===== src/hw/rtl/rils_pkg.sv =====
// Shared types, constants and hash function for the radix integer literal scanner.
package rils_pkg;

  localparam int VALUE_BITS = 64;
  localparam int HASH_BITS  = 64;
  localparam int RADIX_BITS = 6;
  localparam int CHAR_BITS  = 8;

  localparam logic [HASH_BITS-1:0] FNV_OFFSET = 64'hcbf29ce484222325;

  localparam logic [CHAR_BITS-1:0] CH_ZERO  = 8'h30;
  localparam logic [CHAR_BITS-1:0] CH_NINE  = 8'h39;
  localparam logic [CHAR_BITS-1:0] CH_LO_A  = 8'h61;
  localparam logic [CHAR_BITS-1:0] CH_LO_Z  = 8'h7a;
  localparam logic [CHAR_BITS-1:0] CH_UP_A  = 8'h41;
  localparam logic [CHAR_BITS-1:0] CH_UP_Z  = 8'h5a;
  localparam logic [CHAR_BITS-1:0] CH_LO_B  = 8'h62;
  localparam logic [CHAR_BITS-1:0] CH_LO_X  = 8'h78;
  localparam logic [CHAR_BITS-1:0] CH_HASH  = 8'h23;
  localparam logic [CHAR_BITS-1:0] LETTER_OFS = 8'd10;

  localparam logic [RADIX_BITS-1:0] RADIX_BIN = 6'd2;
  localparam logic [RADIX_BITS-1:0] RADIX_OCT = 6'd8;
  localparam logic [RADIX_BITS-1:0] RADIX_DEC = 6'd10;
  localparam logic [RADIX_BITS-1:0] RADIX_HEX = 6'd16;
  localparam logic [RADIX_BITS-1:0] RADIX_B36 = 6'd36;

  typedef enum logic [1:0] {
    ST_OK        = 2'd0,
    ST_BAD_DIGIT = 2'd1,
    ST_OVERFLOW  = 2'd2
  } status_t;

  // Radix used for the current character
  typedef enum logic [1:0] {
    RS_KEEP   = 2'd0,
    RS_TEN    = 2'd1,
    RS_OCT    = 2'd2,
    RS_PREFIX = 2'd3
  } rad_sel_t;

  // Source of the emitted value
  typedef enum logic [1:0] {
    VS_ZERO = 2'd0,
    VS_BASE = 2'd1,
    VS_NEW  = 2'd2
  } val_sel_t;

  typedef struct packed {
    logic zero_char;
    logic dec_digit;
    logic prefix;
    logic alnum;
  } dp_class_t;

  typedef struct packed {
    logic digit_high;
    logic overflow;
  } dp_check_t;

  typedef struct packed {
    logic     step;
    logic     clear;
    logic     mix;
    logic     accum;
    logic     emit;
    val_sel_t val_sel;
    status_t  status;
  } dp_cmd_t;

  // One FNV-1a round; the prime 2^40 + 0x1b3 as shifts and adds
  function automatic logic [HASH_BITS-1:0] fnv_mix(input logic [HASH_BITS-1:0] h,
                                                   input logic [CHAR_BITS-1:0] c);
    logic [HASH_BITS-1:0] x;
    x = h ^ {{(HASH_BITS-CHAR_BITS){1'b0}}, c};
    return (x << 40) + (x << 8) + (x << 7) + (x << 5) + (x << 4) + (x << 1) + x;
  endfunction

endpackage


===== src/hw/rtl/rils_ctrl.sv =====
// Phase state machine and handshake control of the literal scanner.
module rils_ctrl (
  input  logic                clk,
  input  logic                rst,
  input  logic                in_valid,
  output logic                in_ready,
  input  logic                starts_literal,
  input  logic                input_ends,
  output logic                out_valid,
  input  logic                out_ready,
  input  rils_pkg::dp_class_t cls,
  input  rils_pkg::dp_check_t chk,
  output rils_pkg::rad_sel_t  sel,
  output rils_pkg::dp_cmd_t   cmd
);
  import rils_pkg::*;

  typedef enum logic [2:0] {
    PH_IDLE   = 3'b001,
    PH_ZERO   = 3'b010,
    PH_DIGITS = 3'b100
  } phase_t;

  phase_t phase, phase_next;
  logic   accept;
  logic   take;

  assign in_ready = !out_valid || out_ready;
  assign accept   = in_valid && in_ready;

  // Radix choice and digit-path decision depend on starts_literal, the phase and the character class
  always_comb begin
    sel  = RS_KEEP;
    take = 1'b0;
    if (starts_literal) begin
      sel  = RS_TEN;
      take = !cls.zero_char;
    end else begin
      unique case (phase)
        PH_ZERO: begin
          if (cls.prefix) begin
            sel = RS_PREFIX;
          end else begin
            sel  = cls.dec_digit ? RS_OCT : RS_KEEP;
            take = 1'b1;
          end
        end
        PH_DIGITS: take = 1'b1;
        default: ;
      endcase
    end
  end

  always_comb begin
    cmd         = '0;
    cmd.val_sel = VS_ZERO;
    cmd.status  = ST_OK;
    phase_next  = phase;
    if (accept) begin
      cmd.step  = 1'b1;
      cmd.clear = starts_literal;
      if (take) begin
        phase_next = PH_DIGITS;
        if (!cls.alnum) begin
          // terminator: literal ends, character not hashed
          cmd.emit    = 1'b1;
          cmd.val_sel = VS_BASE;
        end else begin
          cmd.mix = 1'b1;
          if (chk.digit_high) begin
            cmd.emit   = 1'b1;
            cmd.status = ST_BAD_DIGIT;
          end else if (chk.overflow) begin
            cmd.emit   = 1'b1;
            cmd.status = ST_OVERFLOW;
          end else begin
            cmd.accum = 1'b1;
            if (input_ends) begin
              cmd.emit    = 1'b1;
              cmd.val_sel = VS_NEW;
            end
          end
        end
      end else if (starts_literal) begin
        // leading zero
        cmd.mix    = 1'b1;
        phase_next = PH_ZERO;
        cmd.emit   = input_ends;
      end else if (phase == PH_ZERO) begin
        // radix prefix character
        cmd.mix    = 1'b1;
        phase_next = PH_DIGITS;
        cmd.emit   = input_ends;
      end
      if (cmd.emit) begin
        phase_next = PH_IDLE;
      end
    end
  end

  always_ff @(posedge clk) begin
    if (rst) begin
      phase     <= PH_IDLE;
      out_valid <= 1'b0;
    end else begin
      phase <= phase_next;
      if (cmd.emit) begin
        out_valid <= 1'b1;
      end else if (out_ready) begin
        out_valid <= 1'b0;
      end
    end
  end

endmodule


===== config.mk =====
export PLATFORM = sky130hd
export DESIGN_NAME = rils_ctrl
export DESIGN_NICKNAME = d
export VERILOG_FILES = /design/src/hw/rtl/rils_pkg.sv /design/src/hw/rtl/rils_ctrl.sv
export SDC_FILE = /design/constraint.sdc
export NUM_CORES = 1
export LEC_CHECK = 0
export ABC_CLOCK_PERIOD_IN_PS = 1600
export BUFFER_PORTS_ARGS = -buffer_cell sky130_fd_sc_hd__buf_2
export CAP_MARGIN = 30
export CORE_AREA = 2 2 39 41
export CTS_CLUSTER_SIZE = 24
export DETAILED_ROUTE_END_ITERATION = 8
export DIE_AREA = 0 0 41 43
export PLACE_DENSITY_LB_ADDON = 0.2
export RECOVER_POWER = 100
export SYNTH_ARGS = -nofsm -noshare
export SYNTH_HDL_FRONTEND = slang
export SYNTH_SLANG_ARGS = --single-unit
export TNS_END_PERCENT = 10

===== constraint.sdc =====
create_clock -name clk -period 1.6 [get_ports clk]
set_input_delay 0.16 -clock clk [delete_from_list [all_inputs] [get_ports clk]]
set_output_delay 0.16 -clock clk [all_outputs]
set_load 0.01 [all_outputs]

==> run metrics <==
Hold Crit Depth 2; post-synthesis sequential area ratio about 22%; worst rel slew slack between 80% and 90%; Static Leak about 0.27 nW; Post-layout nets 88; final wirelength between 800 and 900 µm; cell count after synthesis 48; Die W ~40 µm; die area 0.00176 mm²; pre-CTS WS about 80 ps; total global routing overflow 0; Hold EP phase[1]; Iter 0 DRT Violations 1; hold path start rst; initial antenna violation count 0; area share of the largest cell type after synthesis between 20 and 25%; total power 0.306 mW; # port buffers 24; Worst R2R End phase[1]; ANT cells 0; clk_skew around 0.55 ps; failing checks negative setup slack; Vias/cell roughly 4.7; Ys Warns 0; syn_nets 60; largest area contributor in the netlist dfxtp_1; Final setup viols 2; FP Rows 14; Critical Path AT 1460 ps; Setup crit end kind output port; Critical Path Start Type flop; Initial Utilization between 20% and 30%; CTS tree done; CP Data Required Time 1440 ps; H-tree levels 1; synth top area cells dfxtp_1, nor2_1, inv_1; DRC 0; post-route cell area around 540 µm²; maximum vdd drop about 0.33 mV; critical path type reg -> out; HPWL after DPL about 760 µm; Placer Congestion roughly 0.76; top-count cell post-synth nor2_1; top post-synthesis cells by count nor2_1, dfxtp_1, inv_1, nand2_1; Tmin final roughly 1600 ps; Clk Latency, worst-skew pair ~230 ps; DR WL/cell 9.97 µm; syn avg cell area ~7.6 µm²; Post-synth EDFFs 0; Inst Count DP between 80 and 90; clock buffer depth 2; Global Route Usage Sum 12.0%; Setup WS post-layout -16.9 ps; r2r setup slk approximately 240 ps; Netlist cell types 30; max_cap viols 0; number of global-route vias before repair between 300 and 400; final hold viol count 0; P&R area growth vs syn 48.5%; Clock Pin Slew Worst Setup and Hold Paths 30 ps; placed instance area 492 µm²; Mapped Area roughly 360 µm²; clock root cell clkbuf_4; Final Slew Violations 0; non-filler cells in the finished layout 90; R2R cell count 4; antenna viol nets, final 0; CP Max Fanout 5; via count 421; outcome complete, but fails checks; type of the most critical hold path in -> reg; final cycle utilization of the critical path 101%; ys flop type dfxtp_1; TritonCTS Buffers 3; IO Count 25; DIE HEIGHT 43 µm; number of synthesized register bits 4; final core utilization between 30% and 40%; largest net degree at the start of global routing 10; Core Box Area roughly 0.0014 mm²; ratio of cells with drive above 1 in the final layout a little under half; RSZ-0062 raised after global routing true; maximum clock frequency a little over 0.6 GHz; worst r2r src phase[2]; ys async rst share 0%; first-pass GRT wire length roughly 1500 µm; CTS Hold Buffers Added 0; PD cells 566 mW/mm²; DR pass1 iterations 2; CTS Sinks 4; Slew @ Worst Pin around 240 ps
stage by stage:
stage          hold WS, ps  setup TNS [ps]
6_report               141           -18.7
5_1_grt                126            -362
4_1_cts                128           -66.5
2_1_floorplan          222               0
3_3_place_gp           388               0
3_5_place_dp           383               0
cells by family (layout without fill, tap and decap cells):
kind of cell	after synthesis	count (layout)	synth area share, %
AOI/OAI and AO/OA	10	10	24.7
xor gates and xnor gates	1	1	2.41
buffers and inverters	6	32	7.56
DFF	4	4	22.0
muxes	1	1	2.75
and+or+nand+nor	26	26	40.5
report_power, final:
part           leakage [nW]  internal [mW]  switching [mW]
logic                 0.226         0.0354          0.0438
registers            0.0334          0.104         0.00368
clock network        0.0138         0.0835          0.0357
critical path: stages (launching register included):
cell,delay (ps)
dfxtp_2,340
and2b_2,240
o311a_1,320
o21ai_2,140
inv_1,50
buf_2,130
metal layers:
layer | wire [µm] | up-vias | track usage, %
met2 | 437 | 13 | 18.1
met4 | 0 | 0 | 8.67
met5 | 0 | - | 0
met3 | 51 | 0 | 3.14
li1 | - | 229 | -
met1 | 409 | 179 | 13.8
worst max path at each step:
stage	from	endpoint	slack, ps
after floorplan	phase[1]	cmd[0]	260
after global placement	phase[1]	cmd[3]	100
after detailed placement	phase[1]	cmd[0]	80
after CTS	phase[1]	cmd[4]	-30
after global routing	phase[1]	cmd[0]	-100
final	phase[1]	cmd[4]	-20
cell usage in the layout, fill, tap and decap left out, types with 2 or more instances in the layout:
cell type and n:
clkbuf_4 3, inv_1 4, clkbuf_1 4, nor2_1 6
dfxtp_1 2, nor3_1 2, nand2b_1 2, nand2_1 4
dfxtp_2 2, buf_2 20, and3_1 2
sequential cells by signal, summed over array words and instances, names as in the netlist:
| name | cells |
|---|---|
| phase | 3 |
| out_valid | 1 |
what timing repair did:
action,CTS,global route
gates cloned,0,0
endpoints found under the setup margin,5,5
pin swaps,3,0
setup buffers,1,0
gates resized for setup,5,1
area by class of cell:
class | count | area (µm²)
Clock buffer | 3 | 22.5
Fill cell | 147 | 843
Inverter | 4 | 15.0
Multi-Input combinational cell | 38 | 278
Sequential cell | 4 | 82.6
Tap cell | 16 | 20.0
Timing Repair Buffer | 25 | 123
No activity file was read; power rests on OpenSTA's default activity.
