**config.mk**
```make
export PLATFORM = sky130hd
export DESIGN_NAME = rils_dpath
export DESIGN_NICKNAME = d
export VERILOG_FILES = /design/src/hw/rtl/rils_pkg.sv /design/src/hw/rtl/rils_dpath.sv
export SDC_FILE = /design/constraint.sdc
export NUM_CORES = 2
export LEC_CHECK = 0
export ABC_AREA = 1
export BUFFER_PORTS_ARGS = -buffer_cell sky130_fd_sc_hd__buf_2
export CORE_ASPECT_RATIO = 1.2
export CORE_MARGIN = 2
export CORE_UTILIZATION = 51
export DETAILED_ROUTE_END_ITERATION = 10
export GPL_TIMING_DRIVEN = 0
export PLACE_DENSITY = 0.68
export SYNTH_ARGS = -nofsm -noshare
export SYNTH_HDL_FRONTEND = slang
export SYNTH_SLANG_ARGS = --single-unit
```
**constraint.sdc**
```tcl
create_clock -name clk -period 14.5 [get_ports clk]
set_input_delay 2.9 -clock clk [delete_from_list [all_inputs] [get_ports clk]]
set_output_delay 2.9 -clock clk [all_outputs]
set_load 0.02 [all_outputs]
```
**src/hw/rtl/rils_pkg.sv**
```systemverilog
// Shared types, constants and hash function for the radix integer literal scanner.
package rils_pkg;

  localparam int VALUE_BITS = 64;
  localparam int HASH_BITS  = 64;
  localparam int RADIX_BITS = 6;
  localparam int CHAR_BITS  = 8;

  localparam logic [HASH_BITS-1:0] FNV_OFFSET = 64'hcbf29ce484222325;

  localparam logic [CHAR_BITS-1:0] CH_ZERO  = 8'h30;
  localparam logic [CHAR_BITS-1:0] CH_NINE  = 8'h39;
  localparam logic [CHAR_BITS-1:0] CH_LO_A  = 8'h61;
  localparam logic [CHAR_BITS-1:0] CH_LO_Z  = 8'h7a;
  localparam logic [CHAR_BITS-1:0] CH_UP_A  = 8'h41;
  localparam logic [CHAR_BITS-1:0] CH_UP_Z  = 8'h5a;
  localparam logic [CHAR_BITS-1:0] CH_LO_B  = 8'h62;
  localparam logic [CHAR_BITS-1:0] CH_LO_X  = 8'h78;
  localparam logic [CHAR_BITS-1:0] CH_HASH  = 8'h23;
  localparam logic [CHAR_BITS-1:0] LETTER_OFS = 8'd10;

  localparam logic [RADIX_BITS-1:0] RADIX_BIN = 6'd2;
  localparam logic [RADIX_BITS-1:0] RADIX_OCT = 6'd8;
  localparam logic [RADIX_BITS-1:0] RADIX_DEC = 6'd10;
  localparam logic [RADIX_BITS-1:0] RADIX_HEX = 6'd16;
  localparam logic [RADIX_BITS-1:0] RADIX_B36 = 6'd36;

  typedef enum logic [1:0] {
    ST_OK        = 2'd0,
    ST_BAD_DIGIT = 2'd1,
    ST_OVERFLOW  = 2'd2
  } status_t;

  // Radix used for the current character
  typedef enum logic [1:0] {
    RS_KEEP   = 2'd0,
    RS_TEN    = 2'd1,
    RS_OCT    = 2'd2,
    RS_PREFIX = 2'd3
  } rad_sel_t;

  // Source of the emitted value
  typedef enum logic [1:0] {
    VS_ZERO = 2'd0,
    VS_BASE = 2'd1,
    VS_NEW  = 2'd2
  } val_sel_t;

  typedef struct packed {
    logic zero_char;
    logic dec_digit;
    logic prefix;
    logic alnum;
  } dp_class_t;

  typedef struct packed {
    logic digit_high;
    logic overflow;
  } dp_check_t;

  typedef struct packed {
    logic     step;
    logic     clear;
    logic     mix;
    logic     accum;
    logic     emit;
    val_sel_t val_sel;
    status_t  status;
  } dp_cmd_t;

  // One FNV-1a round; the prime 2^40 + 0x1b3 as shifts and adds
  function automatic logic [HASH_BITS-1:0] fnv_mix(input logic [HASH_BITS-1:0] h,
                                                   input logic [CHAR_BITS-1:0] c);
    logic [HASH_BITS-1:0] x;
    x = h ^ {{(HASH_BITS-CHAR_BITS){1'b0}}, c};
    return (x << 40) + (x << 8) + (x << 7) + (x << 5) + (x << 4) + (x << 1) + x;
  endfunction

endpackage

```
**src/hw/rtl/rils_dpath.sv**
```systemverilog
// Character decode, radix accumulator, FNV-1a hash and result register.
module rils_dpath (
  input  logic                                clk,
  input  logic                                rst,
  input  logic [rils_pkg::CHAR_BITS-1:0]      character,
  input  rils_pkg::rad_sel_t                  sel,
  input  rils_pkg::dp_cmd_t                   cmd,
  output rils_pkg::dp_class_t                 cls,
  output rils_pkg::dp_check_t                 chk,
  output logic [rils_pkg::VALUE_BITS-1:0]     literal_value,
  output logic [rils_pkg::HASH_BITS-1:0]      text_hash,
  output logic [rils_pkg::RADIX_BITS-1:0]     base,
  output rils_pkg::status_t                   status
);
  import rils_pkg::*;

  localparam int WIDE_BITS = VALUE_BITS + RADIX_BITS;

  logic [RADIX_BITS-1:0] radix;
  logic [VALUE_BITS-1:0] acc;
  logic [HASH_BITS-1:0]  hash;

  logic                  is_dec, is_lower, is_upper;
  logic [CHAR_BITS-1:0]  digit_wide;
  logic [RADIX_BITS-1:0] digit;
  logic [RADIX_BITS-1:0] eff_radix;
  logic [VALUE_BITS-1:0] acc_base;
  logic [HASH_BITS-1:0]  hash_base;
  logic [HASH_BITS-1:0]  hash_mixed;
  logic [WIDE_BITS-1:0]  wide;
  logic [WIDE_BITS-1:0]  scaled;
  logic [WIDE_BITS-1:0]  prod;
  logic [VALUE_BITS-1:0] acc_new;
  logic [VALUE_BITS-1:0] value_out;

  // character class
  assign is_dec   = (character >= CH_ZERO) && (character <= CH_NINE);
  assign is_lower = (character >= CH_LO_A) && (character <= CH_LO_Z);
  assign is_upper = (character >= CH_UP_A) && (character <= CH_UP_Z);

  always_comb begin
    if (is_dec) begin
      digit_wide = character - CH_ZERO;
    end else if (is_lower) begin
      digit_wide = character - CH_LO_A + LETTER_OFS;
    end else if (is_upper) begin
      digit_wide = character - CH_UP_A + LETTER_OFS;
    end else begin
      digit_wide = '0;
    end
  end
  assign digit = digit_wide[RADIX_BITS-1:0];

  assign cls.zero_char = (character == CH_ZERO);
  assign cls.dec_digit = is_dec;
  assign cls.prefix    = (character == CH_LO_B) || (character == CH_LO_X) ||
                         (character == CH_HASH);
  assign cls.alnum     = is_dec || is_lower || is_upper;

  always_comb begin
    unique case (sel)
      RS_TEN:    eff_radix = RADIX_DEC;
      RS_OCT:    eff_radix = RADIX_OCT;
      RS_PREFIX: begin
        if (character == CH_LO_B) begin
          eff_radix = RADIX_BIN;
        end else if (character == CH_LO_X) begin
          eff_radix = RADIX_HEX;
        end else begin
          eff_radix = RADIX_B36;
        end
      end
      default:   eff_radix = radix;
    endcase
  end

  assign acc_base  = cmd.clear ? '0 : acc;
  assign hash_base = cmd.clear ? FNV_OFFSET : hash;

  // acc * radix as shifts and adds, kept wide for the overflow check
  assign wide = {{RADIX_BITS{1'b0}}, acc_base};
  always_comb begin
    case (eff_radix)
      RADIX_BIN: scaled = wide << 1;
      RADIX_OCT: scaled = wide << 3;
      RADIX_HEX: scaled = wide << 4;
      RADIX_B36: scaled = (wide << 5) + (wide << 2);
      default:   scaled = (wide << 3) + (wide << 1);
    endcase
  end
  assign prod    = scaled + {{(WIDE_BITS-RADIX_BITS){1'b0}}, digit};
  assign acc_new = prod[VALUE_BITS-1:0];

  assign chk.overflow   = |prod[WIDE_BITS-1:VALUE_BITS];
  assign chk.digit_high = (digit >= eff_radix);

  assign hash_mixed = fnv_mix(hash_base, character);

  always_comb begin
    case (cmd.val_sel)
      VS_BASE: value_out = acc_base;
      VS_NEW:  value_out = acc_new;
      default: value_out = '0;
    endcase
  end

  always_ff @(posedge clk) begin
    if (rst) begin
      radix <= RADIX_DEC;
      acc   <= '0;
      hash  <= FNV_OFFSET;
    end else if (cmd.step) begin
      radix <= eff_radix;
      acc   <= cmd.accum ? acc_new : acc_base;
      hash  <= cmd.mix ? hash_mixed : hash_base;
    end
  end

  // result register
  always_ff @(posedge clk) begin
    if (cmd.emit) begin
      literal_value <= value_out;
      text_hash     <= cmd.mix ? hash_mixed : hash_base;
      base          <= eff_radix;
      status        <= cmd.status;
    end
  end

endmodule

```
==> reports/summary.md <==
The detailed router finished its first iteration with 5792 violations. The logs give 0.5136 for the starting utilization of the core area and 0.091 for the portion of total power attributed to sequential cells. Power spread over the standard cell area amounts to 305.3 nW/um^2. The max-cap check violation count was 1; the count of endpoints failing setup in the final report was 0. Summed over all nets, the switching power comes to 8173 uW. The portion of the post-synthesis area used by sequential elements came out at 0.1638. After the last flow step, the layout net total stands at 7497. The worst setup path is launched from an input pin. The routed layout has 48110 vias. The tools report the count of H-tree levels built during CTS as 1. In the final routed layout, each cell accounts on average for 25.67 um.

In this run the worst path has a maximum fanout of 10. The overall power of the completed layout is 13540 uW, and the clock input transition at the sequential cells of the worst setup and hold paths is 70 ps. The share of the cycle needed by the critical path after routing was 0.9222. For the final database, setup skew stands at 48.53 ps. For this design, the slowest cell found on the critical path is sky130_fd_sc_hd__clkbuf_1. Post-synthesis cell count: 6878.

The synthesized area per cell was 6.007 sq um; the hold slack was 448.3 ps. The insertion delay to the later sink of the worst-skew pair was 610 ps; the worst path required time was 11600 ps. For this run, design rule violations remaining after detail routing come to 0. Yosys attributes the largest share of cell area to sky130_fd_sc_hd__nand2_1, sky130_fd_sc_hd__fa_1, sky130_fd_sc_hd__edfxtp_1, sky130_fd_sc_hd__inv_1, sky130_fd_sc_hd__dfxtp_1. The tools report the global routing usage summed across all routing layers as 0.4920.

After synthesis, the most frequently instantiated cells are sky130_fd_sc_hd__nand2_1, sky130_fd_sc_hd__inv_1, sky130_fd_sc_hd__nor2_1. The mapped netlist covers 41320 sq um. The floorplan step defined a core boundary enclosing 80450 sq um.

TritonCTS built the clock tree. The logs give 5 for the initial antenna violation count and 163 for the count of boundary I/O pins. Setup repair after global routing left no endpoint under its margin. For this run, the top clock speed supported by timing is 74.78 MHz. Class of the tightest hold or removal check: reg2reg.

The critical path is of the in2out type. The count of endpoints failing hold in the final timing report was 0. The synthesized design contains 270 register bits. By instance count, the leading cell after synthesis is sky130_fd_sc_hd__nand2_1. The logs give 114 for the count of standard-cell rows and 10470 ps for the endpoint arrival time on the critical path. The flow ran to the end, but the final reports show violations. The count of hold-fix buffers inserted at cts is 0. The gate family responsible for the most delay along the worst path is simple AND/OR/NAND/NOR gates. For this design the static power due to leakage is 0.02250 uW. Switching share of power: 0.6035. The tools report the routability-driven placement congestion ratio as 1.114. The run gives 99 as the largest net degree at the start of global routing.

For the portion of total power attributed to combinational logic, the log shows 0.854. The share of layout cells above drive strength 1 was 0.08385; the via count of the first global-routing pass was 46190. The most frequently used flop master after synthesis is sky130_fd_sc_hd__edfxtp_1.

The clock net in this run drives a total of 270 sinks. Clock tree synthesis inserted a total of 26 buffers. Once detail routing completed, the nets flagged for antenna violations numbered 0.

The number of gates resized after CTS was 0. Fraction of registers with async set or reset after synthesis: 0. At the pin with the least slew margin, the transition time is 1506 ps. The worst-case headroom to the max-slew limit was -0.008000. The sort of element at the end of the critical path was an output pin. The total die area was 83310 sq um. Detailed placement ended at an HPWL of 175600 um. The clock passes through at most 3 buffers. Total count of max-transition violations in the final report: 8. The remaining global-route overflow was 0; the number of distinct standard cells referenced by the synthesized netlist was 64.

IR analysis of the VDD net gives a maximum drop of 0.0006984 V. The die is 315.8 um tall. Synthesis produced a netlist with a net count of 7311. The run gives 0 ps as the final sum of negative setup slack. Clock tree synthesis selected as its root buffer the cell sky130_fd_sc_hd__clkbuf_16. For the clock network power share, the log shows 0.055. sky130_fd_sc_hd__nand2_1 takes more of the synthesized area than any other cell. The aggregate routed wire length came out at 208700 um.

Area share of the leading cell type in the synthesized netlist: 0.2111. The total internal power came out at 5370 uW. The worst path needs 13370 ps of the cycle, external delays included.

Together, buffers and inverters on the worst path number 10. Using the TritonRoute via totals, the vias-per-cell ratio works out to 5.919. The first detailed-routing pass took 8 iterations. The first global-routing pass estimated 297400 um of wire. Measured along the x axis, the die boundary spans 263.8 um. In this design, the stage delay of the slowest critical-path cell is 980 ps. The final reports fail on max-capacitance violations, max-slew violations. For the post-CTS setup buffer count, the log shows 0. Yosys printed 0 warnings. The count of input and output buffers is 156. The cell with the most instances on the worst path was sky130_fd_sc_hd__nand2_1. Layout-stage area growth over the synthesis result: 7.380%.

The number of enable-type register cells in the synthesized netlist is 136.
==> registers in the layout (all words and copies together) (netlist names) <==
| name | cells |
|---|---|
| acc | 64 |
| hash | 64 |
| literal_value | 64 |
| text_hash | 64 |
| base | 6 |
| radix | 6 |
| status | 2 |
==> final timing paths <==
| path | start | end | slack (ps) | cells past startpoint |
|---|---|---|---|---|
| worst max register to register | hash[4]$_SDFFE_PP0P_ | hash[41]$_SDFFE_PP0P_ | 7000 | 25 |
| worst min-delay path | radix[0]$_SDFFE_PP0P_ | radix[0]$_SDFFE_PP0P_ | 450 | 2 |
| worst min register to register | radix[0]$_SDFFE_PP0P_ | radix[0]$_SDFFE_PP0P_ | 450 | 2 |
| worst max-delay path | character[4] | chk[0] | 1130 | 33 |
==> area by class of cell <==
cell class,count,area (sq um)
antenna,1,2.502
clock inverter,15,142.6
tap,1044,1306
inverter,1139,4288
multi-input combinational,5283,29250
buffer,186,1021
sequential,270,6766
timing repair buffer,158,829.5
clock buffer,33,760.7
fill,8353,36080
==> stage by stage <==
step	util	area, sq um	instances	setup slack, ps
5_1_grt	0.5515	44360	8128	923.7
4_1_cts	0.5514	44360	8128	1508
6_report	0.5515	44370	8129	1128
3_3_place_gp	0.5395	43400	8078	1511
2_1_floorplan	-	41320	6878	4221
3_5_place_dp	0.5402	43460	8080	1532
==> worst register-to-register path, stage by stage (launching register included) <==
cell                       delay, ps
sky130_fd_sc_hd__dfxtp_1         320
sky130_fd_sc_hd__inv_1            50
sky130_fd_sc_hd__nor2_1          150
sky130_fd_sc_hd__xor2_1          750
sky130_fd_sc_hd__inv_1           440
sky130_fd_sc_hd__fa_1            540
sky130_fd_sc_hd__fa_1            450
sky130_fd_sc_hd__ha_1            320
sky130_fd_sc_hd__ha_1            310
sky130_fd_sc_hd__ha_1            240
sky130_fd_sc_hd__fa_1            410
sky130_fd_sc_hd__nand3_1          90
sky130_fd_sc_hd__nand3_1         130
sky130_fd_sc_hd__a21oi_1         590
sky130_fd_sc_hd__o21ai_0         470
sky130_fd_sc_hd__a21boi_0        440
sky130_fd_sc_hd__inv_1           160
sky130_fd_sc_hd__a21oi_1         240
sky130_fd_sc_hd__o21ai_0         200
sky130_fd_sc_hd__nand2_1         120
sky130_fd_sc_hd__nand2_1          70
sky130_fd_sc_hd__or2_2           280
sky130_fd_sc_hd__nand3_1          70
sky130_fd_sc_hd__o21ai_0         230
sky130_fd_sc_hd__o21ai_0         240
sky130_fd_sc_hd__inv_1            50
==> routing by layer <==
metal / GRT usage / wire length, um / part of all wire
met3: 0.1018 / 22180 / 0.11
met1: 0.5382 / 69360 / 0.33
met4: 0.4921 / 25860 / 0.12
met5: 0 / 34 / 0.00016
met2: 0.7886 / 91240 / 0.44
==> cell usage in the layout, fill, tap and decap left out, drive strengths merged, types with 79 or more instances in the layout <==
cell	instances
inv	1137
buf	250
nand2	2403
ha	160
nand3	484
fa	252
o21ai	227
edfxtp	136
a21oi	453
clkbuf	127
nor2	819
nand4	87
xor2	79
dfxtp	134
==> logic make-up after synthesis <==
kind of cell | Yosys count | share of synthesized area
and+or+nand+nor | 3922 | 0.4025
AOI/OAI and AO/OA | 849 | 0.1135
buffers and inverters | 1325 | 0.1285
adders and majority gates | 412 | 0.1706
DFF | 270 | 0.1638
xor gates and xnor gates | 100 | 0.02120
==> power by group through the flow <==
stage	clock network [uW]	registers, uW	logic (uW)
2_1_floorplan	0	1350	7600
3_3_place_gp	0	1240	10800
3_5_place_dp	0	1240	11000
4_1_cts	734	1230	11100
5_1_grt	757	1250	12600
6_report	742	1230	11600
(Power assumes the default switching activity.)
